**config.mk**
```make
export PLATFORM = sky130hd
export DESIGN_NAME = kts_ctrl
export DESIGN_NICKNAME = d
export VERILOG_FILES = /design/src/rtl/core/kts_pkg.sv /design/src/rtl/core/kts_ctrl.sv
export SDC_FILE = /design/constraint.sdc
export NUM_CORES = 1
export LEC_CHECK = 0
export ABC_AREA = 1
export BUFFER_PORTS_ARGS = -buffer_cell sky130_fd_sc_hd__buf_2
export CAP_MARGIN = 20
export CELL_PAD_IN_SITES_DETAIL_PLACEMENT = 1
export CELL_PAD_IN_SITES_GLOBAL_PLACEMENT = 2
export CORE_MARGIN = 1
export CORE_UTILIZATION = 30
export DETAILED_ROUTE_END_ITERATION = 6
export GPL_TIMING_DRIVEN = 0
export PLACE_DENSITY = 0.8
export SYNTH_ARGS = -nofsm -noshare
export SYNTH_HDL_FRONTEND = slang
export SYNTH_SLANG_ARGS = --single-unit
export TNS_END_PERCENT = 100
```
**constraint.sdc**
```tcl
create_clock -name clk -period 4.2 [get_ports clk]
set_input_delay 0.21 -clock clk [delete_from_list [all_inputs] [get_ports clk]]
set_output_delay 0.21 -clock clk [all_outputs]
set_load 0.01 [all_outputs]
```
**src/rtl/core/kts_pkg.sv**
```systemverilog
// Shared constants, operation codes and controller/datapath interface types.
package kts_pkg;

  localparam int MAX_KEYS       = 64;
  localparam int MAX_COMPONENTS = 4;
  localparam int KEY_AW         = $clog2(MAX_KEYS);
  localparam int COMP_AW        = $clog2(MAX_COMPONENTS);
  localparam int ENTRY_AW       = KEY_AW + COMP_AW;
  localparam int ENTRIES        = MAX_KEYS * MAX_COMPONENTS;
  localparam int CFG_IDX_W      = 3;
  localparam int STEP_W         = 6;
  localparam int MOD_STEPS      = 33;
  localparam int DIV_STEPS      = 16;

  // Configuration register indexes.
  localparam logic [CFG_IDX_W-1:0] CFG_CLIP_START = 3'd0;
  localparam logic [CFG_IDX_W-1:0] CFG_CLIP_DUR   = 3'd1;
  localparam logic [CFG_IDX_W-1:0] CFG_LOOP_EN    = 3'd2;
  localparam logic [CFG_IDX_W-1:0] CFG_MODE       = 3'd3;
  localparam logic [CFG_IDX_W-1:0] CFG_KEY_COUNT  = 3'd4;
  localparam logic [CFG_IDX_W-1:0] CFG_COMP_COUNT = 3'd5;

  // Interpolation modes.
  localparam logic [1:0] MODE_LINEAR = 2'd0;
  localparam logic [1:0] MODE_STEP   = 2'd1;
  localparam logic [1:0] MODE_CUBIC  = 2'd2;

  typedef enum logic [5:0] {
    OP_NONE, OP_WRITE, OP_MOD_INIT, OP_MOD_STEP, OP_MOD_FIN, OP_NOWRAP,
    OP_RD_FIRST, OP_RD_LAST, OP_K0_FIRST, OP_K0_LAST, OP_SRCH_INIT, OP_RD_MID,
    OP_SRCH_STEP, OP_K0_LO, OP_RD_K0, OP_CAP_T0, OP_CAP_DT, OP_DIV_INIT,
    OP_DIV_STEP, OP_SQ_U, OP_CUBE_U, OP_BASIS, OP_RD_A0, OP_CAP_P0, OP_CAP_P1,
    OP_HOLD_ACC, OP_LIN_ACC, OP_M0A, OP_M0B, OP_M1A, OP_M1B,
    OP_H0, OP_H1, OP_H2, OP_H3, OP_H4, OP_H5, OP_OUT
  } dp_op_t;

  typedef struct packed {
    logic   accept;
    dp_op_t op;
  } dp_cmd_t;

  typedef struct packed {
    logic req_sample;
    logic wrap_on;
    logic n_le1;
    logic wt_gt;
    logic wt_lt;
    logic len_zero;
    logic hold;
    logic cubic;
    logic div_need;
    logic last;
  } dp_status_t;

endpackage

```
**src/rtl/core/kts_ctrl.sv**
```systemverilog
// Controller: sequences the datapath through wrap, search, divide and per-component work.
module kts_ctrl import kts_pkg::*; (
  input  logic       clk,
  input  logic       rst,
  input  logic       start,
  input  dp_status_t status,
  output dp_cmd_t    cmd,
  output logic       busy
);

  typedef enum logic [5:0] {
    S_IDLE, S_DISPATCH, S_MOD, S_MOD_FIN, S_RD_FIRST, S_CHK_FIRST, S_CHK_LAST,
    S_SMID, S_SCMP, S_PREP, S_T0, S_DT, S_DIV_INIT, S_DIV, S_SQ, S_CUBE, S_BASIS,
    S_C_RD0, S_C_RD1, S_C_RD2, S_HOLD, S_LIN, S_M0A, S_M0B, S_M1A, S_M1B,
    S_H0, S_H1, S_H2, S_H3, S_H4, S_H5, S_OUT
  } state_t;

  state_t             state, state_next;
  logic [STEP_W-1:0]  cnt, cnt_next;

  // Next state and datapath operation.
  always_comb begin
    state_next = state;
    cnt_next   = cnt;
    cmd.accept = 1'b0;
    cmd.op     = OP_NONE;
    unique case (state)
      S_IDLE: begin
        if (start) begin
          cmd.accept = 1'b1;
          state_next = S_DISPATCH;
        end
      end
      S_DISPATCH: begin
        if (!status.req_sample) begin
          cmd.op     = OP_WRITE;
          state_next = S_IDLE;
        end else if (status.wrap_on) begin
          cmd.op     = OP_MOD_INIT;
          cnt_next   = '0;
          state_next = S_MOD;
        end else begin
          cmd.op     = OP_NOWRAP;
          state_next = S_RD_FIRST;
        end
      end
      S_MOD: begin
        cmd.op   = OP_MOD_STEP;
        cnt_next = cnt + 1'b1;
        if (cnt == STEP_W'(MOD_STEPS - 1)) state_next = S_MOD_FIN;
      end
      S_MOD_FIN: begin
        cmd.op     = OP_MOD_FIN;
        state_next = S_RD_FIRST;
      end
      S_RD_FIRST: begin
        cmd.op     = OP_RD_FIRST;
        state_next = S_CHK_FIRST;
      end
      S_CHK_FIRST: begin
        if (status.n_le1 || !status.wt_gt) begin
          cmd.op     = OP_K0_FIRST;
          state_next = S_PREP;
        end else begin
          cmd.op     = OP_RD_LAST;
          state_next = S_CHK_LAST;
        end
      end
      S_CHK_LAST: begin
        if (!status.wt_lt) begin
          cmd.op     = OP_K0_LAST;
          state_next = S_PREP;
        end else begin
          cmd.op     = OP_SRCH_INIT;
          state_next = S_SMID;
        end
      end
      S_SMID: begin
        if (status.len_zero) begin
          cmd.op     = OP_K0_LO;
          state_next = S_PREP;
        end else begin
          cmd.op     = OP_RD_MID;
          state_next = S_SCMP;
        end
      end
      S_SCMP: begin
        cmd.op     = OP_SRCH_STEP;
        state_next = S_SMID;
      end
      S_PREP: begin
        cmd.op     = OP_RD_K0;
        state_next = status.hold ? S_C_RD0 : S_T0;
      end
      S_T0: begin
        cmd.op     = OP_CAP_T0;
        state_next = S_DT;
      end
      S_DT: begin
        cmd.op     = OP_CAP_DT;
        state_next = S_DIV_INIT;
      end
      S_DIV_INIT: begin
        cmd.op   = OP_DIV_INIT;
        cnt_next = '0;
        state_next = status.div_need ? S_DIV : S_SQ;
      end
      S_DIV: begin
        cmd.op   = OP_DIV_STEP;
        cnt_next = cnt + 1'b1;
        if (cnt == STEP_W'(DIV_STEPS - 1)) state_next = S_SQ;
      end
      S_SQ: begin
        cmd.op     = OP_SQ_U;
        state_next = S_CUBE;
      end
      S_CUBE: begin
        cmd.op     = OP_CUBE_U;
        state_next = S_BASIS;
      end
      S_BASIS: begin
        cmd.op     = OP_BASIS;
        state_next = S_C_RD0;
      end
      S_C_RD0: begin
        cmd.op     = OP_RD_A0;
        state_next = S_C_RD1;
      end
      S_C_RD1: begin
        cmd.op     = OP_CAP_P0;
        state_next = S_C_RD2;
      end
      S_C_RD2: begin
        cmd.op = OP_CAP_P1;
        if (status.hold) state_next = S_HOLD;
        else if (status.cubic) state_next = S_M0A;
        else state_next = S_LIN;
      end
      S_HOLD: begin
        cmd.op     = OP_HOLD_ACC;
        state_next = S_OUT;
      end
      S_LIN: begin
        cmd.op     = OP_LIN_ACC;
        state_next = S_OUT;
      end
      S_M0A: begin
        cmd.op     = OP_M0A;
        state_next = S_M0B;
      end
      S_M0B: begin
        cmd.op     = OP_M0B;
        state_next = S_M1A;
      end
      S_M1A: begin
        cmd.op     = OP_M1A;
        state_next = S_M1B;
      end
      S_M1B: begin
        cmd.op     = OP_M1B;
        state_next = S_H0;
      end
      S_H0: begin
        cmd.op     = OP_H0;
        state_next = S_H1;
      end
      S_H1: begin
        cmd.op     = OP_H1;
        state_next = S_H2;
      end
      S_H2: begin
        cmd.op     = OP_H2;
        state_next = S_H3;
      end
      S_H3: begin
        cmd.op     = OP_H3;
        state_next = S_H4;
      end
      S_H4: begin
        cmd.op     = OP_H4;
        state_next = S_H5;
      end
      S_H5: begin
        cmd.op     = OP_H5;
        state_next = S_OUT;
      end
      S_OUT: begin
        cmd.op     = OP_OUT;
        state_next = status.last ? S_IDLE : S_C_RD0;
      end
      default: state_next = S_IDLE;
    endcase
  end

  // State, step counter and busy flag.
  always_ff @(posedge clk) begin
    if (rst) begin
      state <= S_IDLE;
      cnt   <= '0;
      busy  <= 1'b0;
    end else begin
      state <= state_next;
      cnt   <= cnt_next;
      busy  <= (state_next != S_IDLE);
    end
  end

endmodule

```
==> results.toml <==
[outcome]
status = "complete, no violations"

[setup_path]
start_kind = "register"
path_buf_inv = 2
worst-path-max-fanout = 7
path_delay_family = "simple AND/OR/NAND/NOR gates"
max_stage_delay_ns = 0.46
end_kind = "output pin"
critPathArrivalTime_ns = 1.92
cp_slowest_cell = "o21ai_0"
worstPathCellList = "inv_1 > nor2_4 > nand3_1 > o21ai_0 > nor2_1 > nand4_1 > buf_2"
worst_ep_required_time_ns = 3.99
path_class = "reg -> out"

[detailed_routing]
drcViolationCount = 0
ant_nets = 0
dr.first_iter.drc_count = 112
vias_per_cell = 4.833
wirelength_um = 5207
drtPass1Iterations = 4
dr_total_vias = 1764
wl_per_cell_um = 14.27

[global_routing]
grt_max_degree = 11
grt_pass1_vias = 1811
grt_overflow = 0
grt_usage_pct = 22.53
antenna_found_initial = 0
grt_pass1_wl_um = 8949

[cells_and_area]
diodes = 0
layout.cells.non_filler = 365
multiInputGateArea_mm2 = 0.001023
nNetsFinal = 314
final-seq-area_um2 = 260.3
fin_util_pct = 35.89
drive_gt1_share_pct = 15.10
fillers = 668
design_area_mm2 = 0.001695
synthToLayoutAreaGrowth_pct = 15.61

[synth]
syn_area_mm2 = 0.001466
synth.largest_area_cell = "nand2_1"
synth_seq_area_share_pct = 17.75
synthAdderAreaFrac_pct = 1.706
synth-async-reset-ratio_pct = 0
synth_top_area_share_pct = 21.50
synth_top_family_by_area = "simple AND/OR/NAND/NOR gates"
synth_xor_area_share_pct = 1.195
syn-num-nets = 289
synth_cell_type_count = 27
synthCells = 274
synth-seq-cells = 13
synth_ff_type = "dfxtp_1"
avgSynthCellArea_um2 = 5.352
yosys.area_share.simple_pct = 59.56
ys_warn_count = 0
synth_compound_area_share_pct = 7.338
synth_edf_count = 0
synthMuxAreaShare_pct = 0
synth_area_leaders = "nand2_1, dfxtp_1, nor2_1, nand3_1, inv_1"

[clock_tree]
cts_resized = 0
cts_setup_buffers = 0
clk_path_buf_depth = 2
cts_buffers = 3
numClockSinks = 13
clkLatencyLatePin_ns = 0.24
ctsHoldBuffers = 0
htreeDepth = 1
tritoncts = "yes"
cts_root_buf = "clkbuf_8"
clkSlewWorstSetupHoldPaths_ns = 0.06

[hold_path]
min_path_type = "in -> reg"

[timing]
drv_slew = 0
maxSlewHeadroom_pct = 66.39
fin_crit_ns = 2.133
whs_ns = 0.2017
tns_ns = 0
setup_viol = 0
finalHoldViolCount = 0
fin_ws_ns = 2.067
fin_worst_skew_ns = 0.001732
worstMarginPinSlew_ns = 0.4988
final.period_utilization_pct = 50.79
fmax_ghz = 0.4688
rsz0062_at_grt = "false"

[placed_design]
port_buffers = 20
routabilityCongestion = 0.8982
dp.cells = 361
dp_slack_ns = 2.338
placed_area_mm2 = 0.001650
hpwl_um = 4452

[floorplanning]
die_w_um = 71.92
num_io_pins = 21
die_h_um = 71.92
initial_core_util_pct = 31.05
die_area_mm2 = 0.005172
num_rows = 25
coreArea_mm2 = 0.004723

[pwr]
ir_worst_vdd_mv = 0.1964
p_int_mw = 0.2343
power.leakage_nw = 1.014
power_mw = 0.3560
pwr-share-seq_pct = 38.4
p_comb_share_pct = 30.2
switching_share_pct = 34.19
p_switching_mw = 0.1217
p_per_area_mw_per_mm2 = 210.0
clock_power_share_pct = 31.3

[job]
drv_cap = 0
-- worst register-to-register path: stages, from the launching register on --
cell	delay [ns]
dfxtp_1	0.42
inv_1	0.13
nor2_4	0.20
nand3_1	0.17
o21ai_0	0.46
nor2_1	0.13
nand3_1	0.12
nor2_1	0.05
nand3_1	0.07
nand2_1	0.05
inv_1	0.05
-- cells in the mapped netlist, types with 3 or more instances --
cell	n
a21oi_1	5
dfxtp_1	13
inv_1	38
inv_2	3
nand2_1	84
nand3_1	33
nand4_1	9
nor2_1	50
nor2_2	4
nor3_1	8
o21ai_0	4
-- cells by family after synthesis --
logic type | after synthesis
buf+inv | 45
flops | 13
xor+xnor | 2
simple gates | 197
compound gates | 15
fa+ha+maj | 2
-- cell type report --
cell class | count | share of cell area [%]
multi-input cells | 216 | 60.37
flip-flops and latches | 13 | 15.35
inverters | 41 | 9.077
repair buffers | 20 | 5.904
well taps | 67 | 4.945
clock buffers | 4 | 2.657
plain buffers | 4 | 1.697
-- registers in the layout (all words and copies together) (netlist names) --
name,cells
cnt,6
state,6
busy,1
-- layout by cell type, fill, tap and decap left out, drive strengths merged --
| master | count |
|---|---|
| a211oi | 1 |
| a21boi | 1 |
| a21oi | 6 |
| a31oi | 1 |
| buf | 24 |
| clkbuf | 4 |
| dfxtp | 13 |
| ha | 2 |
| inv | 41 |
| nand2 | 86 |
| nand3 | 35 |
| nand3b | 1 |
| nand4 | 9 |
| nor2 | 55 |
| nor3 | 10 |
| nor3b | 1 |
| o21ai | 6 |
| xor2 | 2 |
-- layer usage --
metal | routed length, um | track usage (%)
met1 | 2627 | 31.61
met2 | 2285 | 36.37
met3 | 182 | 1.944
met5 | 0 | 0
met4 | 111 | 7.625
-- power by group through the flow --
stage	Combinational [mW]	Clock (mW)	Sequential (mW)
CTS	0.109	0.117	0.137
finish	0.108	0.112	0.137
floorplan	0.0722	0	0.139
global placement	0.107	0	0.139
detailed placement	0.108	0	0.139
global route	0.122	0.122	0.138
-- worst paths after layout --
kind	slack, ns	endpoint	start	cells past startpoint
worst max-delay path	2.07	cmd[2]	state[0]	7
worst min-delay path	0.20	state[0]	rst	2
worst max register to register	2.31	busy	state[0]	10
worst min register to register	0.51	cnt[1]	cnt[1]	2
Power figures use the tool's default switching activity.
